## src/hw/rtl/fesd_pkg.sv

```systemverilog
// Types and constants of the flag/escape symbol deframer
`timescale 1ns / 1ps
package fesd_pkg;

  localparam int SymW   = 4;
  localparam int QDepth = 4;
  localparam int QPtrW  = $clog2(QDepth);
  localparam int QCntW  = $clog2(QDepth + 1);

  localparam logic [0:0] CFG_FLAG = 1'b0;
  localparam logic [0:0] CFG_ESC  = 1'b1;

  localparam logic [SymW-1:0] FLAG_RST = 4'd15;
  localparam logic [SymW-1:0] ESC_RST  = 4'd0;

  localparam logic [SymW-1:0] HDR_A = 4'd4;
  localparam logic [SymW-1:0] HDR_B = 4'd7;
  localparam logic [SymW-1:0] HDR_C = 4'd8;
  localparam logic [SymW-1:0] HDR_D = 4'd11;

  typedef struct packed {
    logic [SymW-1:0] sym;
    logic            first;
    logic            last;
  } result_t;

  typedef struct packed {
    logic [1:0] cnt;
    result_t    r0;
    result_t    r1;
  } push_t;

endpackage

```

## src/hw/rtl/fesd_decode.sv

```systemverilog
// Symbol history, frame state and result generation for one accepted item per cycle
`timescale 1ns / 1ps
module fesd_decode import fesd_pkg::*; (
  input  logic            clk,
  input  logic            rst_n,
  input  logic            cfg_we,
  input  logic [0:0]      cfg_addr,
  input  logic [SymW-1:0] cfg_wdata,
  input  logic            accept,
  input  logic [SymW-1:0] sym,
  output push_t           push
);

  logic [SymW-1:0] flag_r, esc_r, prev_r, prev2_r;
  logic            in_frame_r, pending_r, at_start_r;
  logic            in_frame_nxt, pending_nxt, at_start_nxt;
  logic            stop, hdr;

  assign stop = (sym == flag_r) && ((prev_r != esc_r) || (prev2_r == esc_r));
  assign hdr  = (sym == HDR_A) || (sym == HDR_B) || (sym == HDR_C) || (sym == HDR_D);

  always_comb begin
    in_frame_nxt = in_frame_r;
    pending_nxt  = pending_r;
    at_start_nxt = at_start_r;
    push.cnt     = 2'd0;
    push.r0      = '{sym: sym, first: 1'b0, last: stop};
    push.r1      = '{sym: sym, first: 1'b0, last: stop};
    if (in_frame_r) begin
      push.cnt     = 2'd1;
      in_frame_nxt = !stop;
      at_start_nxt = stop;
    end else if (pending_r && hdr) begin
      push.cnt     = 2'd2;
      push.r0      = '{sym: prev_r, first: 1'b1, last: 1'b0};
      pending_nxt  = 1'b0;
      in_frame_nxt = !stop;
      at_start_nxt = stop;
    end else begin
      pending_nxt  = (sym == flag_r) && (at_start_r || (prev_r != esc_r));
      at_start_nxt = 1'b0;
    end
    if (!accept) begin
      push.cnt = 2'd0;
    end
  end

  always_ff @(posedge clk) begin
    if (!rst_n) begin
      flag_r     <= FLAG_RST;
      esc_r      <= ESC_RST;
      in_frame_r <= 1'b0;
      pending_r  <= 1'b0;
      at_start_r <= 1'b1;
      prev_r     <= '0;
      prev2_r    <= '0;
    end else begin
      if (cfg_we) begin
        unique case (cfg_addr)
          CFG_FLAG: flag_r <= cfg_wdata;
          CFG_ESC:  esc_r  <= cfg_wdata;
          default:  ;
        endcase
      end
      if (accept) begin
        in_frame_r <= in_frame_nxt;
        pending_r  <= pending_nxt;
        at_start_r <= at_start_nxt;
        prev_r     <= sym;
        prev2_r    <= prev_r;
      end
    end
  end

endmodule

```

## src/hw/rtl/fesd_outq.sv

```systemverilog
// Result queue: takes up to two results per cycle, delivers one when out_ready is high
`timescale 1ns / 1ps
module fesd_outq import fesd_pkg::*; (
  input  logic    clk,
  input  logic    rst_n,
  input  push_t   push,
  output logic    room,
  output logic    out_valid,
  input  logic    out_ready,
  output result_t out_item
);

  result_t           q_r [QDepth];
  logic [QPtrW-1:0]  head_r, tail_r, tail_p1;
  logic [QCntW-1:0]  count_r;
  logic              pop;

  assign out_valid = (count_r != '0);
  assign out_item  = q_r[head_r];
  assign pop       = out_valid && out_ready;
  assign room      = (count_r <= QCntW'(QDepth - 2));
  assign tail_p1   = tail_r + 1'b1;

  always_ff @(posedge clk) begin
    if (push.cnt != 2'd0) begin
      q_r[tail_r] <= push.r0;
    end
    if (push.cnt == 2'd2) begin
      q_r[tail_p1] <= push.r1;
    end
  end

  always_ff @(posedge clk) begin
    if (!rst_n) begin
      head_r  <= '0;
      tail_r  <= '0;
      count_r <= '0;
    end else begin
      if (pop) begin
        head_r <= head_r + 1'b1;
      end
      tail_r  <= tail_r + QPtrW'(push.cnt);
      count_r <= count_r + QCntW'(push.cnt) - QCntW'(pop);
    end
  end

endmodule

```

## src/hw/rtl/flag_escape_symbol_deframer_top.sv

```systemverilog
// Top level of the flag/escape symbol deframer
//
//   channel | direction | tdata              | tuser       | tlast
//   in_     | slave     | [3:0] line_symbol  | -           | -
//   out_    | master     | [3:0] frame_symbol | frame_first | frame_last
//   cfg_    | write     | 0 flag_symbol, 1 escape_symbol, 4-bit data
//
// One input item per cycle while in_tready is high; its results enter the queue on acceptance.
// A confirmed start gives two results, drained one per cycle while out_tready is high
// from a 4-entry queue; in_tready drops while fewer than two queue slots are free.
// Reset is synchronous, active low, clears frame state and the queue, and restores the flag and escape symbols.
`timescale 1ns / 1ps
module flag_escape_symbol_deframer_top import fesd_pkg::*; (
  input  logic       clk,
  input  logic       rst_n,
  input  logic       in_tvalid,
  output logic       in_tready,
  input  logic [7:0] in_tdata,   // [3:0] line_symbol, [7:4] zero
  output logic       out_tvalid,
  input  logic       out_tready,
  output logic [7:0] out_tdata,  // [3:0] frame_symbol, [7:4] zero
  output logic [0:0] out_tuser,  // [0] frame_first
  output logic       out_tlast,
  input  logic       cfg_we,
  input  logic [0:0] cfg_addr,
  input  logic [3:0] cfg_wdata
);

  push_t   push;
  result_t item;
  logic    accept;

  assign accept = in_tvalid && in_tready;

  fesd_decode u_decode (
    .clk       (clk),
    .rst_n     (rst_n),
    .cfg_we    (cfg_we),
    .cfg_addr  (cfg_addr),
    .cfg_wdata (cfg_wdata),
    .accept    (accept),
    .sym       (in_tdata[SymW-1:0]),
    .push      (push)
  );

  fesd_outq u_outq (
    .clk       (clk),
    .rst_n     (rst_n),
    .push      (push),
    .room      (in_tready),
    .out_valid (out_tvalid),
    .out_ready (out_tready),
    .out_item  (item)
  );

  assign out_tdata = {4'b0000, item.sym};
  assign out_tuser = item.first;
  assign out_tlast = item.last;

endmodule

```

## config.mk

```make
export PLATFORM = sky130hd
export DESIGN_NAME = flag_escape_symbol_deframer_top
export DESIGN_NICKNAME = d
export VERILOG_FILES = /design/src/hw/rtl/fesd_pkg.sv /design/src/hw/rtl/fesd_decode.sv /design/src/hw/rtl/fesd_outq.sv /design/src/hw/rtl/flag_escape_symbol_deframer_top.sv
export SDC_FILE = /design/constraint.sdc
export NUM_CORES = 1
export LEC_CHECK = 0
export ABC_AREA = 1
export BUFFER_PORTS_ARGS = -buffer_cell sky130_fd_sc_hd__clkbuf_2
export CAP_MARGIN = 20
export CORE_UTILIZATION = 31
export CTS_CLUSTER_SIZE = 8
export DETAILED_ROUTE_END_ITERATION = 6
export PLACE_DENSITY_LB_ADDON = 0.1
export SLEW_MARGIN = 15
export SYNTH_ARGS = -nofsm -noshare
export SYNTH_HDL_FRONTEND = slang
export SYNTH_SLANG_ARGS = --single-unit
```

## constraint.sdc

```tcl
create_clock -name clk -period 2.13 [get_ports clk]
set_input_delay 0.426 -clock clk [delete_from_list [all_inputs] [get_ports clk]]
set_output_delay 0.426 -clock clk [all_outputs]
set_load 0.05 [all_outputs]
```

* Word-level counts from Yosys, hierarchy flattened *
Memories as Yosys holds them, arrays and structs flattened. A register that Yosys moved wholly into a read port is not among the register bits.
Index checks and enable logic that the tools add are counted.
W data, S select, Z words.

cells by class
  $add $sub $neg = 5
  order comparisons = 1
  eq/ne operators = 8
  mux-type cells = 15
  bitwise logic cells = 2
  reductions and logical operators = 16

operator list
  operator               count
  $mux W1                9
  $eq A4 B3 Y1 const B   2
  $eq A4 B4 Y1           2
  $eq A4 B4 Y1 const B   2
  $mux W2                4
  $mux W8                1
  $mux W6                1
  $reduce_and A2 Y1      3
  $logic_and A1 B1 Y1    5
  $logic_or A1 B1 Y1     5
  $add A2 B1 Y2 const B  2
  $ne A4 B4 Y1           1
  $add A3 B2 Y3          1
  $le A3 B2 Y1 const B   1
  $reduce_bool A3 Y1     1
  $sub A3 B1 Y3          1
  $add A2 B2 Y2          1
  $eq A2 B2 Y1 const B   1
  $not A1 Y1             2
  $reduce_bool A2 Y1     1
  $logic_not A1 Y1       1

storage, ports and cells
  flip-flop bits (word level) = 26
  memory bits (writable) = 24
  input port bits = 18
  word-level logic and storage cells = 58
  memories kept = 1

memories
  memory      words  bits a word  rd ports  clocked after Yosys merged registers in  wr ports  line             RTL
  u_outq.q_r  4      6            1         1                                        2         fesd_outq.sv:13  result_t q_r [QDepth];

* Longest topological paths before layout *
Gate-level depths: netlist of run 1.

  depth in word-level cells = 11
  depth in mapped cells = 12
  gate-level depth less buffers = 11

* Hierarchy *
A second synthesis of run 1 with hierarchy kept.

second synthesis, totals
  cells, all modules = 369
  area total of the unflattened synthesis = 2864.0 um^2

by module, submodules not included
  module                           times used  cells each  area each (um^2)  sequential area each (um^2)
  fesd_outq                        1           184         1741.7            900.9
  fesd_decode                      1           178         1081.0            380.4
  flag_escape_symbol_deframer_top  1           7           41.3              0.0

* Worst setup path before layout of run 1 *
OpenSTA, ideal clock, no wires.

  path kind = reg2reg
  start = reg u_outq.count_r[0]
  end = reg u_outq.count_r[2]
  setup time = 121 ps
  arrival time = 2350 ps
  setup slack = -341 ps
  cell stages (with the launch flop) = 11
  path buffers = 0
  period minus slack after synthesis = 2471 ps
  cell sequence = dfxtp_1 a21oi_2 nand2_2 nor2_4 nand2_4 ha_1 inv_1 fa_1 xor2_1 o21ai_0 a21oi_1

between the ends
  longest elaborated chain between the ends = 5
  elaborated cells on any way between the ends = 7
  those cells by class = add/sub (2); order compare (1); mux (1); reduce/logical (3)

RTL lines
  what                    line                                   RTL
  from (decl)             fesd_outq.sv:15                        logic [QCntW-1:0] count_r;
  from (signal assigned)  fesd_outq.sv:43                        count_r <= count_r + QCntW'(push.cnt) - QCntW'(pop);
  $le A3 B2 Y1            fesd_outq.sv:21                        assign room = (count_r <= QCntW'(QDepth - 2));
  net in_tready           flag_escape_symbol_deframer_top.sv:17  output logic in_tready,
  $logic_and A1 B1 Y1     flag_escape_symbol_deframer_top.sv:33  assign accept = in_tvalid && in_tready;
  $mux W2                 fesd_decode.sv:43                      if (!accept) begin
  $add A3 B2 Y3           fesd_outq.sv:43
  $sub A3 B1 Y3           fesd_outq.sv:43

The timed path passes the listed nets, and every way through them passes these cells.
A chain may end at the register's enable or synchronous reset.

* Final worst setup path of run 1 *
  start = reg u_outq.count_r[2]
  end = reg u_outq.count_r[2]

between the ends
  elaborated cells on any way between the ends = 7
  those cells by class = add/sub (2); order compare (1); mux (1); reduce/logical (3)

RTL lines
  what                 line             RTL
  $reduce_bool A3 Y1   fesd_outq.sv:18  assign out_valid = (count_r != '0);
  $logic_and A1 B1 Y1  fesd_outq.sv:20  assign pop = out_valid && out_ready;
  net u_outq.pop       fesd_outq.sv:16  logic pop;
  $sub A3 B1 Y3        fesd_outq.sv:43

The timed path passes the listed nets, and every way through them passes these cells.

==> metrics, run 1 <==
status finished clean; Ports 30; H-tree levels 2; Hold Fails Final Rpt 0; R2R cell count 9; met3 Use GR 2.46%; unrepaired setup endpoints after global routing false; first-pass GRT wire length approximately 11 mm; post-synthesis cell type count 34; layout cells sized above 1 18.8%; Yosys top cell area share 23.1%; max-cap violation count 0; die width 96.6 microns; Final Cycle Share 94.0%; highest clock rate 0.499 GHz; setup violators final 0; Clock Latency Late Sink 300 ps; Placer Congestion just under 0.8; CP Cell Sequence nor2_2 -> a21boi_0 -> ha_1 -> inv_1 -> ha_1 -> fa_2 -> xor2_2 -> o21ai_1 -> a21oi_1; EDFF count, synth 20; Worst Setup Start Kind flop; CTS tree built; initial core utilization 32.0%; Adder-Cell Fraction of Synth Area 2.52%; clk root buf clkbuf_8; die area 0.00933 sq mm; mux contribution to synthesized area 0%; hpwl dp 4.74 mm; Hold WC Path Type in -> reg; post-synthesis compound-gate area fraction 11.6%; Worst Skew 4.98 ps; antenna-violating nets left 0; Post-CTS Resized 0; WL final 6.01 mm; yosys warns 0; largest net degree at the start of global routing 26; required time of the critical path 2320 ps; all-layer global routing usage 13.9%; antenna violations before repair 0; setup_tns 0 ps; grt ovf 0; cell accounting for the most synthesized area dfxtp_1; GR Util met2 23.8%; largest family of logic cells by synthesized area simple AND/OR/NAND/NOR gates; type of the worst setup path reg -> reg; Primary FF master, synth dfxtp_1; CP max stage delay roughly 400 ps; power density cells approximately 920 mW/mm^2; site row count 34; Most Used Layer, Global Route met2; Slowest cell on crit path fa_2; Clock Sink Count 52; Die Ht around 97 microns; Mapped Area ~0.0028 sq mm; Nets between 300 and 400; diode count 0; Final Max Tran Viols 0; wire length per cell 12.7 microns; drt pass-1 iters 4; Finished Core Util 35.7%; Data arrival, critical path approximately 2200 ps; asr flop ratio synth 0%; met1 GRT Util 17.8%; Leak around 1.4 nW; critical path capture point type flop; Vias/cell 4.61; Max VDD drop 402 uV; Synth-to-Final Area Change 11.6%; simple-gate share of the synthesized area roughly 28%; post-CTS setup buffer count 0; crit path time final 2000 ps; Syn Inst Count 340; CP most frequent cell ha_1; total CTS buffers 5; Hold Path Depth 3; Clock transition at path regs 90 ps; top post-synthesis cells by area dfxtp_1, edfxtp_1, nand2_1; Synth Area per Inst approximately 8.2 sq um; count of input and output buffers 21; Residual DRC 0; vias in the first global route ~2.1k; Seq cells post-synth 52; # hold bufs at CTS 0; post-synthesis sequential area ratio between 40% and 50%; CTS Buffer Depth 2; Vias 2190; R2R setup slack 130 ps; drt initial violations 86; core area 0.00868 sq mm; XOR/XNOR share of the synthesized area 3.83%; CP Max Fanout 4
[cells in the mapped netlist (all sizes together) (2+ instances only)]
cell	instances
clkinv	2
nor2	25
nand2	89
a21oi	25
nand3	41
edfxtp	20
xnor2	5
o22ai	6
inv	34
nand4	3
xor2	5
clkbuf	4
o21ai	28
dfxtp	32
ha	4
buf	13
[flip-flops by register name, indices dropped and copies added, names as in the netlist, named ones only]
register,flops
u_outq.q_r,24
u_decode.esc_r,4
u_decode.flag_r,4
u_decode.prev2_r,4
u_decode.prev_r,4
u_outq.count_r,3
u_outq.head_r,2
u_outq.tail_r,2
u_decode.at_start_r,1
u_decode.in_frame_r,1
u_decode.pending_r,1
[kinds of logic (layout without fill, tap and decap cells)]
logic type,Yosys count,after routing
simple gates,159,159
xor+xnor,10,10
flops,52,52
buf+inv,53,77
fa+ha+maj,5,5
other cells,1,4
compound gates,60,60
[cell type report]
| class | count | area, sq um |
|---|---|---|
| Clock inverter | 1 | 3.75 |
| Tap cell | 108 | 135 |
| Sequential cell | 52 | 1240 |
| Fill cell | 953 | 5580 |
| Clock buffer | 7 | 76.3 |
| Multi-Input combinational cell | 238 | 1300 |
| Inverter | 36 | 141 |
| Timing Repair Buffer | 33 | 195 |
[critical path, delay by kind of cell, from the launching register on]
kind | cells | cell delay [ps]
simple gates | 1 | 140
buf+inv | 1 | 30
xor+xnor | 1 | 160
compound gates | 3 | 310
fa+ha+maj | 3 | 880
flops | 1 | 370
[metal layers]
layer | routed length (microns) | share of wire, %
met5 | 0 | 0
met4 | 113 | 1.9
met3 | 175 | 2.9
met1 | 2880 | 48
met2 | 2850 | 47
[worst paths after layout]
check / end / from
worst min-delay path: u_decode.flag_r[0] / cfg_wdata[0]
worst max-delay path: u_outq.count_r[2] / u_outq.count_r[2]
worst min register to register: u_outq.q_r[2][1] / u_outq.q_r[2][1]
worst max register to register: u_outq.count_r[2] / u_outq.count_r[2]
[cell usage in the layout, fill, tap and decap left out, types with 4 or more instances in the layout]
cell      synthesis  final
o21ai_0          28     27
clkbuf_8          0      5
o22ai_1           6      6
nand2_1          80     80
nand3_1          39     39
conb_1            1      4
xnor2_1           4      4
nor2_1           20     19
clkbuf_2          0     21
ha_1              4      4
inv_1            31     31
a21oi_1          22     22
nand2_4           5      6
xor2_1            5      4
edfxtp_1         20     20
dfxtp_1          32     30
buf_4             8     12
[metrics by stage]
step | power [mW] | std cells | hold slack (ps) | setup WS, ps | instance area, sq um
global placement | 2.34 | 467 | 455 | 43.9 | 3010
floorplan | 2.11 | 343 | 436 | 6.43 | 2800
CTS | 2.88 | 475 | 352 | 68.8 | 3090
finish | 2.86 | 475 | 355 | 127 | 3100
global route | 3.08 | 475 | 361 | 3.01 | 3100
detailed placement | 2.35 | 467 | 452 | 14.2 | 3010
[report_power, final]
| part | switching (mW) | leakage (nW) | total, mW | internal [mW] |
|---|---|---|---|---|
| combinational | 0.760 | 0.930 | 1.09 | 0.333 |
| clock | 0.296 | 0.0399 | 0.525 | 0.229 |
| sequential | 0.0982 | 0.473 | 1.24 | 1.15 |
| total | 1.15 | 1.44 | 2.86 | 1.71 |
(Power assumes the default switching activity.)
==> run 2, diff against run 1 <==
Settings changed: CORE_MARGIN set to 4.
==> metrics, run 2 (same netlist as run 1, synthesis figures left out) <==
setup_tns 0 ps (unchanged); clock network fraction of design power 21.8% (+3.5 points); drt pass-1 iters 4 (unchanged); Leak 1.48 nW (+2.8%); wire length per cell 12.4 microns (-1.7%); status finished clean; most frequent cells in the layout nand2_1, nand3_1, inv_1; H-tree levels 2 (unchanged); Hold Fails Final Rpt 0 (unchanged); core area 0.00872 sq mm (+0.49%); Worst Setup Start Kind flop; clk root buf clkbuf_8; commonest non-fill, non-tap cell in the layout nand2_1; Setup WS post-layout 170 ps (+42.5 ps); type of the worst setup path reg -> reg; initial core utilization 31.8% (-0.16 points); Hold WC Path Type in -> reg; diode count 0 (unchanged); Vias/cell 4.45 (-3.6%); power density cells 954 mW/mm^2 (+3.2%); Ports 30 (unchanged); crit path time final 1960 ps (-42.5 ps); Placer Congestion 0.725 (-6.8%); Die Ht 103 microns (+6.2%); drt initial violations 89 (+3.5%); Largest register FFs 24 (unchanged); Synth-to-Final Area Change 13.7%; Area after DPL 0.00302 sq mm (+0.50%); die area 0.0105 sq mm (+13%); CP Max Fanout 10 (+6); Clock transition at path regs 90 ps (about the same); Max VDD drop 678 uV (+68%); Data arrival, critical path 2150 ps (-40 ps); Clock Latency Late Sink 300 ps (about the same); site row count 34 (unchanged); Clock Sink Count 52 (unchanged); layout cells sized above 1 20.2% (+1.4 points); die width 103 microns (+6.2%); count of input and output buffers 21 (unchanged); WL final 5.96 mm (-0.90%); first-pass GRT wire length 10.3 mm (-2.4%); hold slack final 354 ps (-1.36 ps); unrepaired setup endpoints after global routing false; hpwl dp 4.73 mm (-0.24%); max-cap violation count 0 (unchanged); all-layer global routing usage 12.4% (-1.5 points); Final Cycle Share 92.0% (-2.0 points); highest clock rate 0.510 GHz (+2.2%); Vias 2130 (-2.7%); required time of the critical path 2320 ps (about the same); logic gate share of total power 36.8% (-1.4 points); Post-Place Setup Slack 24.1 ps (+9.83 ps); antenna violations before repair 0 (unchanged); Finished Cell Area 0.00315 sq mm (+1.9%); switch share 39.0% (-1.3 points); Worst Skew 6.41 ps (+1.43 ps); largest net degree at the start of global routing 26 (unchanged); antenna-violating nets left 0 (unchanged); DP Cell Count 469 (+0.43%); CTS tree built; critical path capture point type flop; Largest Register u_outq.q_r; Final Max Tran Viols 0 (unchanged); Residual DRC 0 (unchanged); CTS Buffer Depth 2 (unchanged); setup violators final 0 (unchanged); grt ovf 0 (unchanged); total CTS buffers 5 (unchanged); vias in the first global route 2049 (-4.1%); switching pwr 1.18 mW (+1.8%); Nets 393 (+1.0%); P_int 1.83 mW (+7.4%); post-route insts no fill 479 (+0.84%); Sequential Power Share 41.5% (-2.0 points)
run 2: final timing paths:
kind,startpoint,to,slack (ps),depth (start not counted)
worst max-delay path,u_outq.count_r[2],u_outq.count_r[2],170,10
worst min-delay path,cfg_wdata[0],u_decode.flag_r[0],350,3
worst max register to register,u_outq.count_r[2],u_outq.count_r[2],170,10
worst min register to register,u_outq.q_r[2][1],u_outq.q_r[2][1],470,2
run 2: through the flow:
stage	utilization, %	power, mW
finish	36.2	3.01
detailed placement	34.6	2.35
CTS	35.9	3.01
global route	36.2	3.24
global placement	34.6	2.35
floorplan	-	2.11
run 2: cell type report:
type	count	area [sq um]
sequential	52	1240
clock inverter	3	38.8
clock buffer	5	68.8
fill	900	5570
multi-input combinational	238	1300
tap	108	135
timing repair buffer	37	225
inverter	36	141
run 2: what timing repair did:
action,CTS,global route
endpoints found under the setup margin,0,1
setup buffers,0,2
hold buffers,0,0
resized for setup,0,3
run 2: routing by layer:
metal	GRT usage (%)	vias up	part of all wire [%]
li1	-	1166	-
met1	16.5	918	50
met2	21.0	39	46
met3	2.44	7	3.4
met4	2.72	0	0.69
met5	0	-	0
run 2: power groups by stage:
| stage | registers [mW] | clock network [mW] | logic (mW) |
|---|---|---|---|
| after floorplan | 1.24 | 0 | 0.871 |
| after global placement | 1.27 | 0 | 1.08 |
| after detailed placement | 1.27 | 0 | 1.09 |
| after CTS | 1.25 | 0.677 | 1.09 |
| after global routing | 1.27 | 0.728 | 1.25 |
| final | 1.25 | 0.655 | 1.11 |
run 2: critical path, stage by stage, from the launching register on:
cell     delay [ps]
dfxtp_1         370
a21oi_4         160
nand2_4         120
nor2_4          140
nand2_4          60
ha_1            270
inv_1            50
fa_2            340
xor2_2          150
o21ai_1         130
a21oi_1          60
==> run 3, diff against run 2 <==
Clock period 2.13 ns to 1.89 ns, I/O delays scaled along.
==> metrics, run 3 (same netlist as run 1, synthesis figures left out) <==
first-pass GRT wire length 10.6 mm (+3.0%); Clock transition at path regs 90 ps (about the same); CP top delay family adder cells; Tot Pwr 3.41 mW (+13%); hold slack final 303 ps (-51.0 ps); CTS Buffer Depth 2 (unchanged); Final Cycle Share 102% (+9.7 points); CP Max Fanout 2 (-8); setup violators final 1 (+1); failing checks negative setup slack; diode count 0 (unchanged); WL final 6.13 mm (+2.9%); all-layer global routing usage 12.8% (+0.34 points); count of input and output buffers 21 (unchanged); initial core utilization 31.8% (unchanged); clk root buf clkbuf_8; Post-Place Setup Slack -143 ps (-167 ps); die width 103 microns (unchanged); H-tree levels 2 (unchanged); Finished Core Util 37.6% (+1.4 points); Worst Setup SP u_outq.count_r[2]; worst r2r src u_outq.count_r[2]; antenna-violating nets left 0 (unchanged); critical path capture point type flop; core area 0.00872 sq mm (unchanged); drt initial violations 68 (-24%); type of the worst setup path reg -> reg; CTS tree built; Fill cells 910 (+1.1%); Setup WS post-layout -32.9 ps (-202 ps); required time of the critical path 2090 ps (-230 ps); crit path buf inv count 2 (+1); vias in the first global route 2143 (+4.6%); status finished, violations left; Hold WC Path Type in -> reg; Largest register FFs 24 (unchanged); Synth-to-Final Area Change 18.2%; drt pass-1 iters 4 (unchanged); Nets 406 (+3.3%); Clock Latency Late Sink 300 ps (about the same); total CTS buffers 5 (unchanged); Worst Skew 4.73 ps (-1.68 ps); layout cells sized above 1 25.8% (+5.6 points); Residual DRC 0 (unchanged); hpwl dp 4.82 mm (+1.9%); Largest Register u_outq.q_r; crit path time final 1920 ps (-37.6 ps); Hold Fails Final Rpt 0 (unchanged); # hold bufs at CTS 0 (unchanged); grt ovf 0 (unchanged); Ports 30 (unchanged); max-cap violation count 0 (unchanged); Placer Congestion 0.830 (+14%); highest clock rate 0.520 GHz (+2.0%); Vias/cell 4.54 (+2.1%); die area 0.0105 sq mm (unchanged); R2R setup slack -30 ps (-200 ps); R2R cell count 11 (+1); wire length per cell 12.5 microns (+0.13%); power density cells 1040 mW/mm^2 (+9.0%); antenna violations before repair 0 (unchanged); Vias 2233 (+4.8%); site row count 34 (unchanged); CP Cell Sequence buf_6 -> a21oi_4 -> nand2_4 -> nor2_4 -> nand2_4 -> ha_4 -> inv_2 -> fa_2 -> xor2_2 -> o21ai_1 -> a21oi_1; most frequent cells in the layout nand2_1, nand3_1, inv_1; CP max stage delay 340 ps (-30 ps); Die Ht 103 microns (unchanged); setup_tns -32.9 ps (-32.9 ps); Crit Reg-Reg Endpoint u_outq.count_r[2]; Data arrival, critical path 2120 ps (-30 ps); unrepaired setup endpoints after global routing true; Hold Path Depth 3 (unchanged); commonest non-fill, non-tap cell in the layout nand2_1; worst hold start cfg_wdata[3]; largest net degree at the start of global routing 26 (unchanged); Clock Sink Count 52 (unchanged); Worst Setup Start Kind flop; Max VDD drop 479 uV (-29%); Leak 1.53 nW (+2.9%); CP most frequent cell nand2_4; Final Max Tran Viols 0 (unchanged); Endpoint, Worst Hold u_decode.flag_r[3]; Slowest cell on crit path dfxtp_2
## run 3: worst max-delay path by stage
stage,cells after the start,slack [ps],end
6_report,11,-30,u_outq.count_r[2]
5_1_grt,11,-120,u_outq.count_r[2]
4_1_cts,9,-50,u_outq.count_r[2]
3_5_place_dp,12,-140,u_outq.count_r[2]
3_3_place_gp,12,-140,u_outq.count_r[2]
2_1_floorplan,10,-220,u_outq.count_r[2]
## run 3: worst register-to-register path, cell delays in order (launching register included)
cell	delay, ps
dfxtp_2	340
buf_6	110
a21oi_4	140
nand2_4	80
nor2_4	110
nand2_4	60
ha_4	260
inv_2	30
fa_2	340
xor2_2	180
o21ai_1	110
a21oi_1	50
## run 3: power by group
group          switching, mW  internal (mW)  total [mW]
Combinational          0.913          0.498        1.41
Clock                  0.349          0.251       0.600
Sequential             0.108           1.29        1.40
Total                   1.37           2.04        3.41
## run 3: routing by layer
layer,track usage [%],up-vias,wire (microns)
met4,4.54,0,106
met5,0,-,0
li1,-,1188,-
met3,2.57,10,177
met1,17.2,994,2910
met2,20.4,41,2930
## run 3: what timing repair did
action,in CTS,in global routing
endpoints found under the setup margin,2,29
pin swaps,4,2
buffers inserted,3,1
resized for setup,5,18
## run 3: stage by stage
step / instances / instance area [sq um]
2_1_floorplan: 343 / 2820
3_3_place_gp: 480 / 3120
3_5_place_dp: 480 / 3120
4_1_cts: 491 / 3230
5_1_grt: 492 / 3280
6_report: 492 / 3280
## run 3: final cells by class
type,instances,area [sq um],share of cell area (%)
Tap cell,108,135,4.12
Inverter,36,141,4.31
Timing Repair Buffer,50,335,10.2
Multi-Input combinational cell,238,1340,40.8
Clock inverter,3,13.8,0.420
Sequential cell,52,1250,38.0
Clock buffer,5,68.8,2.10
